`src/rtl/fdrs_pkg.sv`:
```
package fdrs_pkg;

  localparam int unsigned DEF_QUEUE_DEPTH = 32;
  localparam int unsigned DEF_ID_BITS     = 8;
  localparam int unsigned DEF_TRACK_BITS  = 16;

  localparam logic OP_ADD = 1'b0;
  localparam logic OP_GET = 1'b1;

  typedef enum logic [1:0] {
    ST_ADDED    = 2'd0,
    ST_SELECTED = 2'd1,
    ST_EMPTY    = 2'd2,
    ST_FULL     = 2'd3
  } status_e;

endpackage

```
`src/rtl/fdrs_ram.sv`:
```
module fdrs_ram #(
  parameter int unsigned WIDTH = 8,
  parameter int unsigned DEPTH = 16
) (
  input  logic                     clk_i,
  input  logic                     we_i,
  input  logic [$clog2(DEPTH)-1:0] waddr_i,
  input  logic [WIDTH-1:0]         wdata_i,
  input  logic                     re_i,
  input  logic [$clog2(DEPTH)-1:0] raddr_i,
  output logic [WIDTH-1:0]         rdata_o
);

  logic [WIDTH-1:0] mem [DEPTH];

  always_ff @(posedge clk_i) begin
    if (we_i) begin
      mem[waddr_i] <= wdata_i;
    end
    if (re_i) begin
      rdata_o <= mem[raddr_i];
    end
  end

endmodule

```
`src/rtl/flook_disk_request_scheduler_top.sv`:
```
// Add: the result is registered and moves to the output registers in S_RESP once the output is free.
// Get: S_SCAN reads the n entries of the active queue through the single RAM read port,
//   S_PICK takes the selected entry, S_SHIFT closes the gap at removed slot k unless it
//   is the last, and S_RESP moves the result to the output registers once they are free.
// One item at a time; the next transfer is taken once the result is queued.
// rst_ni clears both fill levels and makes the second queue active; RAM is not cleared.
module flook_disk_request_scheduler_top
  import fdrs_pkg::*;
#(
  parameter int unsigned QUEUE_DEPTH = fdrs_pkg::DEF_QUEUE_DEPTH,
  parameter int unsigned ID_BITS     = fdrs_pkg::DEF_ID_BITS,
  parameter int unsigned TRACK_BITS  = fdrs_pkg::DEF_TRACK_BITS
) (
  input  logic                  clk_i,
  input  logic                  rst_ni,
  input  logic                  in_valid_i,
  output logic                  in_stall_o,
  input  logic                  opcode_i,
  input  logic [ID_BITS-1:0]    request_id_i,
  input  logic [TRACK_BITS-1:0] track_i,
  input  logic [TRACK_BITS-1:0] head_now_i,
  input  logic [TRACK_BITS-1:0] head_before_i,
  output logic                  out_valid_o,
  input  logic                  out_stall_i,
  output logic [1:0]            status_o,
  output logic [ID_BITS-1:0]    chosen_id_o,
  output logic [TRACK_BITS-1:0] chosen_track_o
);

  localparam int unsigned IDX_W  = $clog2(QUEUE_DEPTH);
  localparam int unsigned CNT_W  = $clog2(QUEUE_DEPTH + 1);
  localparam int unsigned ADDR_W = IDX_W + 1;
  localparam int unsigned ENT_W  = ID_BITS + TRACK_BITS;

  typedef enum logic [4:0] {
    S_IDLE  = 5'b00001,
    S_SCAN  = 5'b00010,
    S_PICK  = 5'b00100,
    S_SHIFT = 5'b01000,
    S_RESP  = 5'b10000
  } state_e;

  state_e state_q, state_d;

  logic [CNT_W-1:0] cnt_q [2];
  logic [CNT_W-1:0] cnt_d [2];
  logic             act_q, act_d;

  logic [TRACK_BITS-1:0] pos_q, pos_d;
  logic                  up_q, up_d;
  logic [CNT_W-1:0]      n_q, n_d;
  logic [CNT_W-1:0]      issue_q, issue_d;
  logic                  dv_q, dv_d;
  logic [IDX_W-1:0]      cidx_q, cidx_d;

  logic                  fa_q, fa_d, fb_q, fb_d;
  logic [TRACK_BITS-1:0] da_q, da_d, db_q, db_d;
  logic [IDX_W-1:0]      ia_q, ia_d, ib_q, ib_d;
  logic [ENT_W-1:0]      ea_q, ea_d, eb_q, eb_d;

  status_e               res_st_q, res_st_d;
  logic [ID_BITS-1:0]    res_id_q, res_id_d;
  logic [TRACK_BITS-1:0] res_trk_q, res_trk_d;

  logic                  out_valid_q, out_valid_d;
  status_e               out_st_q, out_st_d;
  logic [ID_BITS-1:0]    out_id_q, out_id_d;
  logic [TRACK_BITS-1:0] out_trk_q, out_trk_d;

  logic              ram_we, ram_re;
  logic [ADDR_W-1:0] ram_waddr, ram_raddr;
  logic [ENT_W-1:0]  ram_wdata, ram_rdata;

  logic                  in_xfer;
  logic [TRACK_BITS-1:0] rd_trk, d_up, d_dn, dist_a, dist_b;
  logic                  ge, le, qual_a, qual_b, out_free, last_rd;
  logic [IDX_W-1:0]      where_idx;
  logic [ENT_W-1:0]      where_ent;

  fdrs_ram #(
    .WIDTH (ENT_W),
    .DEPTH (2 ** ADDR_W)
  ) u_ram (
    .clk_i   (clk_i),
    .we_i    (ram_we),
    .waddr_i (ram_waddr),
    .wdata_i (ram_wdata),
    .re_i    (ram_re),
    .raddr_i (ram_raddr),
    .rdata_o (ram_rdata)
  );

  assign in_stall_o     = (state_q != S_IDLE);
  assign in_xfer        = in_valid_i && !in_stall_o;
  assign out_valid_o    = out_valid_q;
  assign status_o       = out_st_q;
  assign chosen_id_o    = out_id_q;
  assign chosen_track_o = out_trk_q;
  assign out_free       = !out_valid_q || !out_stall_i;

  assign rd_trk = ram_rdata[TRACK_BITS-1:0];
  assign ge     = rd_trk >= pos_q;
  assign le     = rd_trk <= pos_q;
  assign d_up   = rd_trk - pos_q;
  assign d_dn   = pos_q - rd_trk;
  assign qual_a = up_q ? ge : le;
  assign qual_b = up_q ? le : ge;
  assign dist_a = up_q ? d_up : d_dn;
  assign dist_b = up_q ? d_dn : d_up;
  assign last_rd = dv_q && (CNT_W'(cidx_q) == n_q - CNT_W'(1));

  assign where_idx = fa_q ? ia_q : ib_q;
  assign where_ent = fa_q ? ea_q : eb_q;

  always_comb begin
    state_d     = state_q;
    cnt_d       = cnt_q;
    act_d       = act_q;
    pos_d       = pos_q;
    up_d        = up_q;
    n_d         = n_q;
    issue_d     = issue_q;
    cidx_d      = issue_q[IDX_W-1:0];
    fa_d        = fa_q;
    fb_d        = fb_q;
    da_d        = da_q;
    db_d        = db_q;
    ia_d        = ia_q;
    ib_d        = ib_q;
    ea_d        = ea_q;
    eb_d        = eb_q;
    res_st_d    = res_st_q;
    res_id_d    = res_id_q;
    res_trk_d   = res_trk_q;
    out_valid_d = out_valid_q && out_stall_i;
    out_st_d    = out_st_q;
    out_id_d    = out_id_q;
    out_trk_d   = out_trk_q;
    ram_we      = 1'b0;
    ram_waddr   = {!act_q, issue_q[IDX_W-1:0]};
    ram_wdata   = ram_rdata;
    ram_re      = 1'b0;
    ram_raddr   = {act_q, issue_q[IDX_W-1:0]};

    if (state_q == S_SCAN || state_q == S_SHIFT) begin
      ram_re  = issue_q < n_q;
      issue_d = ram_re ? issue_q + CNT_W'(1) : issue_q;
    end
    dv_d = ram_re;

    case (state_q)
      S_IDLE: begin
        if (in_xfer) begin
          res_id_d  = '0;
          res_trk_d = '0;
          state_d   = S_RESP;
          if (opcode_i == OP_ADD) begin
            if (cnt_q[!act_q] >= CNT_W'(QUEUE_DEPTH)) begin
              res_st_d = ST_FULL;
            end else begin
              res_st_d          = ST_ADDED;
              ram_we            = 1'b1;
              ram_waddr         = {!act_q, cnt_q[!act_q][IDX_W-1:0]};
              ram_wdata         = {request_id_i, track_i};
              cnt_d[!act_q]     = cnt_q[!act_q] + CNT_W'(1);
            end
          end else if (cnt_q[0] == '0 && cnt_q[1] == '0) begin
            res_st_d = ST_EMPTY;
          end else begin
            act_d   = (cnt_q[act_q] == '0) ? !act_q : act_q;
            n_d     = cnt_q[act_d];
            pos_d   = head_now_i;
            up_d    = head_now_i >= head_before_i;
            issue_d = '0;
            fa_d    = 1'b0;
            fb_d    = 1'b0;
            state_d = S_SCAN;
          end
        end
      end
      S_SCAN: begin
        if (dv_q) begin
          if (qual_a && (!fa_q || dist_a < da_q)) begin
            fa_d = 1'b1;
            da_d = dist_a;
            ia_d = cidx_q;
            ea_d = ram_rdata;
          end
          if (qual_b && (!fb_q || dist_b < db_q)) begin
            fb_d = 1'b1;
            db_d = dist_b;
            ib_d = cidx_q;
            eb_d = ram_rdata;
          end
        end
        if (last_rd) begin
          state_d = S_PICK;
        end
      end
      S_PICK: begin
        res_st_d     = ST_SELECTED;
        res_id_d     = where_ent[ENT_W-1:TRACK_BITS];
        res_trk_d    = where_ent[TRACK_BITS-1:0];
        cnt_d[act_q] = cnt_q[act_q] - CNT_W'(1);
        issue_d      = CNT_W'(where_idx) + CNT_W'(1);
        state_d      = (issue_d < n_q) ? S_SHIFT : S_RESP;
      end
      S_SHIFT: begin
        if (dv_q) begin
          ram_we    = 1'b1;
          ram_waddr = {act_q, cidx_q - IDX_W'(1)};
          ram_wdata = ram_rdata;
        end
        if (last_rd) begin
          state_d = S_RESP;
        end
      end
      S_RESP: begin
        if (out_free) begin
          out_valid_d = 1'b1;
          out_st_d    = res_st_q;
          out_id_d    = res_id_q;
          out_trk_d   = res_trk_q;
          state_d     = S_IDLE;
        end
      end
      default: begin
        state_d = S_IDLE;
      end
    endcase
  end

  always_ff @(posedge clk_i or negedge rst_ni) begin
    if (!rst_ni) begin
      state_q     <= S_IDLE;
      cnt_q[0]    <= '0;
      cnt_q[1]    <= '0;
      act_q       <= 1'b1;
      dv_q        <= 1'b0;
      out_valid_q <= 1'b0;
    end else begin
      state_q     <= state_d;
      cnt_q       <= cnt_d;
      act_q       <= act_d;
      dv_q        <= dv_d;
      out_valid_q <= out_valid_d;
    end
  end

  always_ff @(posedge clk_i) begin
    pos_q     <= pos_d;
    up_q      <= up_d;
    n_q       <= n_d;
    issue_q   <= issue_d;
    cidx_q    <= cidx_d;
    fa_q      <= fa_d;
    fb_q      <= fb_d;
    da_q      <= da_d;
    db_q      <= db_d;
    ia_q      <= ia_d;
    ib_q      <= ib_d;
    ea_q      <= ea_d;
    eb_q      <= eb_d;
    res_st_q  <= res_st_d;
    res_id_q  <= res_id_d;
    res_trk_q <= res_trk_d;
    out_st_q  <= out_st_d;
    out_id_q  <= out_id_d;
    out_trk_q <= out_trk_d;
  end

endmodule

```
`config.mk`:
```
export PLATFORM = sky130hd
export DESIGN_NAME = flook_disk_request_scheduler_top
export DESIGN_NICKNAME = d
export VERILOG_FILES = /design/src/rtl/fdrs_pkg.sv /design/src/rtl/fdrs_ram.sv /design/src/rtl/flook_disk_request_scheduler_top.sv
export SDC_FILE = /design/constraint.sdc
export NUM_CORES = 2
export LEC_CHECK = 0
export BUFFER_PORTS_ARGS = -buffer_cell sky130_fd_sc_hd__buf_4
export CAP_MARGIN = 20
export CORE_MARGIN = 1
export CORE_UTILIZATION = 35
export CTS_CLUSTER_SIZE = 24
export DETAILED_ROUTE_END_ITERATION = 10
export GPL_TIMING_DRIVEN = 0
export HOLD_SLACK_MARGIN = 0.12
export SYNTH_ARGS = -nofsm -noshare
export SYNTH_HDL_FRONTEND = slang
export SYNTH_HIERARCHICAL = 1
export SYNTH_SLANG_ARGS = --single-unit
export TNS_END_PERCENT = 5
```
`constraint.sdc`:
```
create_clock -name clk_i -period 7.4 [get_ports clk_i]
set_clock_uncertainty 0.15 [all_clocks]
set_input_delay 1.11 -clock clk_i [delete_from_list [all_inputs] [get_ports clk_i]]
set_output_delay 1.11 -clock clk_i [all_outputs]
set_load 0.02 [all_outputs]
```
* Word-level counts from Yosys, hierarchy flattened
Memories as Yosys holds them, arrays and structs flattened. A register that Yosys moved wholly into a read port is not among the register bits.
Cells that the tools add are included.
** Operators by class
- Mux-type cells :: 77
- Add/subtract/negate cells :: 8
- Magnitude comparators :: 13
- Reductions and logical operators :: 33
- Bitwise gates (word level) :: 4
- Eq/ne operators :: 19
** Operators with widths (number)
- $mux 24 :: 5
- $mux 6 :: 17
- $mux 5 :: 11
- $mux 16 :: 3
- $mux 12 :: 3
- $ge 16x16->1 :: 2
- $lt 16x16->1 :: 2
- $pmux 16 s2 :: 1
- $sub 16x16->16 :: 2
- $pmux 5 s5 :: 1
- $bwmux 12 :: 2
- $pmux 12 s2 :: 1
- $pmux 6 s2 :: 2
- $mux 1 :: 19
- $logic_not 6->1 :: 3
- $ne 2x2->1 const B :: 9
- $le 16x16->1 :: 1
- $pmux 8 s2 :: 1
- $add 6x1->6 const B :: 2
- $demux 6 s1 :: 2
- $lt 6x6->1 :: 2
- $reduce_and 4->1 :: 3
- $reduce_and 6->1 :: 2
- $sub 6x1->6 const B :: 2
- other kinds (26) :: 56
** Storage, ports and cells
- Memories :: 1
- Logic and storage cells :: 180
- Flip-flop bits (word level) :: 198
- Input port bits :: 61
- Bits in writable memories :: 1536
** Memories
- u_ram.mem :: depth 64, width 24, rd ports 1, clocked after memory_dff 1, write ports 1, line fdrs_ram.sv:14 : logic [WIDTH-1:0] mem [DEPTH];

* Longest topological paths before layout
- Depth after elaboration :: 12
- Depth in mapped cells :: 17
- Depth with buffers taken out :: 17

* Cells and area by module
Netlist, hierarchy kept.
** By module, submodules not included
- fdrs_ram :: cells each 2611, instances 1, seq. area each 46844.9 µm², area an instance 59570.9 µm²
- flook_disk_request_scheduler_top :: cells each 1034, instances 1, seq. area each 5738.0 µm², area an instance 11333.4 µm²

* Least setup slack after synthesis
Ideal clock, no wire load.
- Path type :: register to register
- Start :: register pos_q[0]
- End :: register db_q[0], enable pin
- Slack :: 0.552 ns
- Buffers on the path :: 0
- Cell stages (with the launch flop) :: 17
- Setup time :: 0.504 ns
- Arrival :: 6.195 ns
- Cell sequence :: edfxtp_1 > inv_1 > ha_1 > inv_1 > fa_1 > a211oi_1 > o211ai_1 > a31o_2 > a21oi_1 > mux2i_1 > xor2_1 > ha_1 > and4_1 > a221oi_1 > a21oi_1 > o21a_1 > nor3_1
** Between the ends
- Longest elaborated chain between the ends :: 6
- Elaborated cells on any way between the ends :: 10
- Classes of those cells :: add/sub (2); order compare (3); mux (2); reduce/logical (3)
** RTL lines
- from (decl) :: line flook_disk_request_scheduler_top.sv:49 : logic [TRACK_BITS-1:0] pos_q, pos_d;
- from (signal assigned) :: line flook_disk_request_scheduler_top.sv:251 : pos_q <= pos_d;
- $sub 16x16->16, on equally long branches :: line flook_disk_request_scheduler_top.sv:104, flook_disk_request_scheduler_top.sv:105
- $mux 16 * :: line flook_disk_request_scheduler_top.sv:109 : assign dist_b = up_q ? d_dn : d_up;
- named net dist_b[10] :: line flook_disk_request_scheduler_top.sv:75 : logic [TRACK_BITS-1:0] rd_trk, d_up, d_dn, dist_a, dist_b;
- $lt 16x16->1 * :: line flook_disk_request_scheduler_top.sv:189 : if (qual_b && (!fb_q || dist_b < db_q)) begin
- $logic_or 1x1->1 * :: line flook_disk_request_scheduler_top.sv:189
- $logic_and 1x1->1 * :: line flook_disk_request_scheduler_top.sv:189
- $reduce_and 3->1 (no source line) *
- to (signal assigned) :: line flook_disk_request_scheduler_top.sv:259 : db_q <= db_d;
- to (decl) :: line flook_disk_request_scheduler_top.sv:57 : logic [TRACK_BITS-1:0] da_q, da_d, db_q, db_d;
The timed path passes the listed nets; every way through them passes the cells marked *.
A chain may end at the register's enable or synchronous reset.

* Worst setup path in the final report
- Start :: register act_q
- End :: memory u_ram/mem[18][8] (netlist bit), enable pin
** Between the ends
- Elaborated cells on any way between the ends :: 17
- Classes of those cells :: order compare (1); mux (14); bitwise (1); reduce/logical (1)
** RTL lines
- from (decl) :: line flook_disk_request_scheduler_top.sv:47 : logic act_q, act_d;
- from (signal assigned) :: line flook_disk_request_scheduler_top.sv:244 : act_q <= act_d;
- $logic_not 1->1 * :: line flook_disk_request_scheduler_top.sv:158, flook_disk_request_scheduler_top.sv:163
- $not 1->2 * :: line flook_disk_request_scheduler_top.sv:158, flook_disk_request_scheduler_top.sv:163
- $mux 6 (implied by the code) * (3 in a row) :: line flook_disk_request_scheduler_top.sv:158 : if (cnt_q[!act_q] >= CNT_W'(QUEUE_DEPTH)) begin
- $ge 6x6->1 :: line flook_disk_request_scheduler_top.sv:158
- $mux 5 * :: line flook_disk_request_scheduler_top.sv:158
- $mux 5 * :: line flook_disk_request_scheduler_top.sv:157 : if (opcode_i == OP_ADD) begin
- $mux 5 * :: line flook_disk_request_scheduler_top.sv:153 : if (in_xfer) begin
- $pmux 6 s2 * :: line flook_disk_request_scheduler_top.sv:151 : case (state_q)
- named net ram_waddr[1] :: line flook_disk_request_scheduler_top.sv:71 : logic [ADDR_W-1:0] ram_waddr, ram_raddr;
- to (decl) :: line fdrs_ram.sv:14
The timed path passes the listed nets; every way through them passes the cells marked *. The select of a mux whose other input is x is not followed.

==> metrics.txt <==
status complete, no violations; Die X 452.1 um; crit path max fanout 14; I/O pin count 89; Mapped Area 70900 um2; initial DRC count 4506; EDFF count, synth 1727; sequential cell area fraction in the yosys report 74.16%; setup repair bufs after CTS 0; Power Internal 19.34 mW; endpoint class of the critical path flip-flop; dpl cell area 77700 um2; yosys synthesis warning count 6; Fin. Hold Viols 0; max-slew violations 0; I/O Buffers 88; via count 37770; CTS Buffer Depth 3; drt pass-1 iters 5; Yosys reg bits 1758; combinational power share 25.6%; die area 204400 um2; commonest non-fill, non-tap cell in the layout edfxtp_1; global route overflow 0; Worst slew margin 22.75%; cell chain of the critical path buf_2 -> mux2i_1 -> and2_2 -> and3_2 -> clkbuf_1 -> buf_2 -> a221o_1 -> clkbuf_1 -> or3b_2 -> or2_2 -> clkbuf_1 -> nor2_4 -> buf_16; Setup WS pre-CTS 1.597 ns; Sw Ratio 31.16%; antenna viol nets, final 0; Power Density 336.8 nW/um2; vias in the first global route 37060; clock sink count 1758; chip height 452.1 um; cells after synthesis 3645; layout cell share with drive strength beyond 1 24.95%; TritonCTS buffer count 179; synthesis-to-finish area growth 17.66%; # H-tree levels 4; CTS Root Buffer Type clkbuf_16; CP most frequent cell clkbuf_1; worst slew pin tran 1.159 ns; initial core utilization 35.37%; Min-Delay Path Class reg2reg; Synth async-reset ratio 1.138%; RSZ-0062 raised after global routing false; core area 200500 um2; NetSw 8.758 mW; # rows 164; Tot Pwr 28.10 mW; final worst path period need 5.783 ns; fin area 83430 um2; Cell Count, Final, Fillers Out 6830; Final setup viols 0; Max Cap Viol 0; per-cell routed wire length 28.59 um; setup ws final 1.617 ns; Seq pwr share 43.5%; drc violations 0; final worst-path cycle share 78.15%; Vias/cell 5.530; Syn Nets 3802; most frequent cells in the layout edfxtp_1, mux4_2, clkbuf_16; power share of the clock group 30.9%; hpwl dp 134400 um; WP data arrival 6.16 ns; R2R depth 13; syn_area_per_cell 19.45 um2; critical path class reg2reg; CP Launch Type flip-flop; CTS tree yes; Total GRT Usage 18.99%; Critical Path Max Stage Delay 0.68 ns; main flop type after synthesis edfxtp_1; Peak VDD IR 0.0002724 V; CP max stage cell dfstp_2; antenna violations before repair 6; routed wire length 195300 um; Critical Path RT 7.78 ns; largest net degree at the start of global routing 65; Worst Hold Depth 0; Leak 26.24 nW; RePlAce Congestion 0.9075; first-pass GRT wire length 276400 um; synth unique cells 81; clock-pin slew of the registers on the worst-case setup and hold paths 0.06 ns; Inst Count DP 6492; FMAX 0.1729 GHz; layout net count 4180; worst-skew pair later-pin latency 0.84 ns
[cells by family after synthesis]
group	synth area share, %
buf+inv	2.003
fa+ha+maj	1.715
mux	14.31
xor+xnor	0.7041
compound gates	3.988
flops	74.16
simple gates	3.116
[synth_stat cells (all sizes together), types with 9 or more instances]
library cell / number / area [um2]
a22oi: 43 / 322.8
nor2: 144 / 540.5
dfrtp: 18 / 450.4
xor2: 25 / 219.0
o21a: 16 / 120.1
clkbuf: 84 / 315.3
nor2b: 12 / 75.07
a211oi: 9 / 80.08
xnor2: 32 / 280.3
o22ai: 45 / 281.5
and2: 10 / 63.81
and4: 9 / 78.83
nand3: 50 / 250.2
a31oi: 16 / 100.1
buf: 106 / 696.9
nand4: 15 / 93.84
ha: 94 / 1176
a21o: 21 / 157.7
mux2i: 160 / 1602
inv: 105 / 396.6
dfxtp: 11 / 220.2
nand2: 143 / 536.8
o2111ai: 9 / 78.83
nor3: 18 / 90.09
edfxtp: 1727 / 51860
a221oi: 54 / 479.2
a21oi: 55 / 275.3
o21ai: 69 / 345.3
o211ai: 16 / 120.1
or3: 9 / 61.31
nand3b: 11 / 82.58
mux4: 356 / 8018
mux2: 47 / 529.3
[registers in the layout (all words and copies together), names as in the netlist, 12 cells and up]
| signal | flops |
|---|---|
| chosen_track_o | 16 |
| cnt_q | 12 |
| da_q | 16 |
| db_q | 16 |
| ea_q | 24 |
| eb_q | 24 |
| pos_q | 16 |
| res_trk_q | 16 |
| u_ram/mem | 1536 |
| u_ram/rdata_o | 24 |
[per-stage QoR]
step                utilization [%]  hold WS (ns)  setup TNS, ns
CTS                           41.56        0.2548              0
detailed placement            38.76        0.2551              0
finish                        41.62        0.2668              0
global placement              37.35        0.2533       -2847.38
floorplan                         -        0.2503              0
global route                  41.61        0.2717              0
[final cells by class]
| class | count | area [um2] |
|---|---|---|
| fill | 17450 | 117000 |
| multi-input combinational | 1589 | 17600 |
| clock inverter | 98 | 924.6 |
| timing repair buffer | 197 | 2890 |
| sequential | 1758 | 52580 |
| inverter | 108 | 407.9 |
| tap | 2656 | 3323 |
| clock buffer | 232 | 4678 |
| antenna | 2 | 5.005 |
| buffer | 190 | 1012 |
[final timing paths]
path,slack (ns),from,to
min in group asynchronous,0.58,rst_ni,cnt_q[9]
worst max register to register,1.62,act_q,u_ram/mem[18][8]
worst min-delay path,0.27,res_id_q[5],chosen_id_o[5]
worst max-delay path,1.62,act_q,u_ram/mem[18][8]
worst min register to register,0.27,res_id_q[5],chosen_id_o[5]
max in group asynchronous,6.24,rst_ni,act_q
[power by group through the flow]
| stage | registers [mW] | logic, mW | clock network, mW |
|---|---|---|---|
| 2_1_floorplan | 12.5 | 3.98 | 0 |
| 3_3_place_gp | 12.8 | 6.54 | 0 |
| 3_5_place_dp | 12.4 | 7.10 | 0 |
| 4_1_cts | 12.2 | 7.13 | 8.81 |
| 5_1_grt | 12.2 | 7.56 | 9.18 |
| 6_report | 12.2 | 7.20 | 8.67 |
[per-layer routing]
layer  track usage [%]  wire, um  up-vias
li1                  -         -    15690
met1             25.94     80450    20100
met2             29.86     91750     1676
met3             3.978     15960      302
met4             7.113      7085        2
met5                 0        36        -
[worst max-delay path, delay by kind of cell, from the launching register on]
kind                   cells  cell delay, ns
buffers and inverters      6            1.91
and+or+nand+nor            5            1.94
DFF                        1            0.68
muxes                      1            0.35
AOI/OAI and AO/OA          1            0.41
[what timing repair did]
| item | 4_1_cts | 5_1_grt |
|---|---|---|
| hold buffers | 1 | 0 |
| gates resized for setup | 0 | 0 |
| endpoints found under the hold margin | 18 | 0 |
No activity file was read; power rests on OpenSTA's default activity.
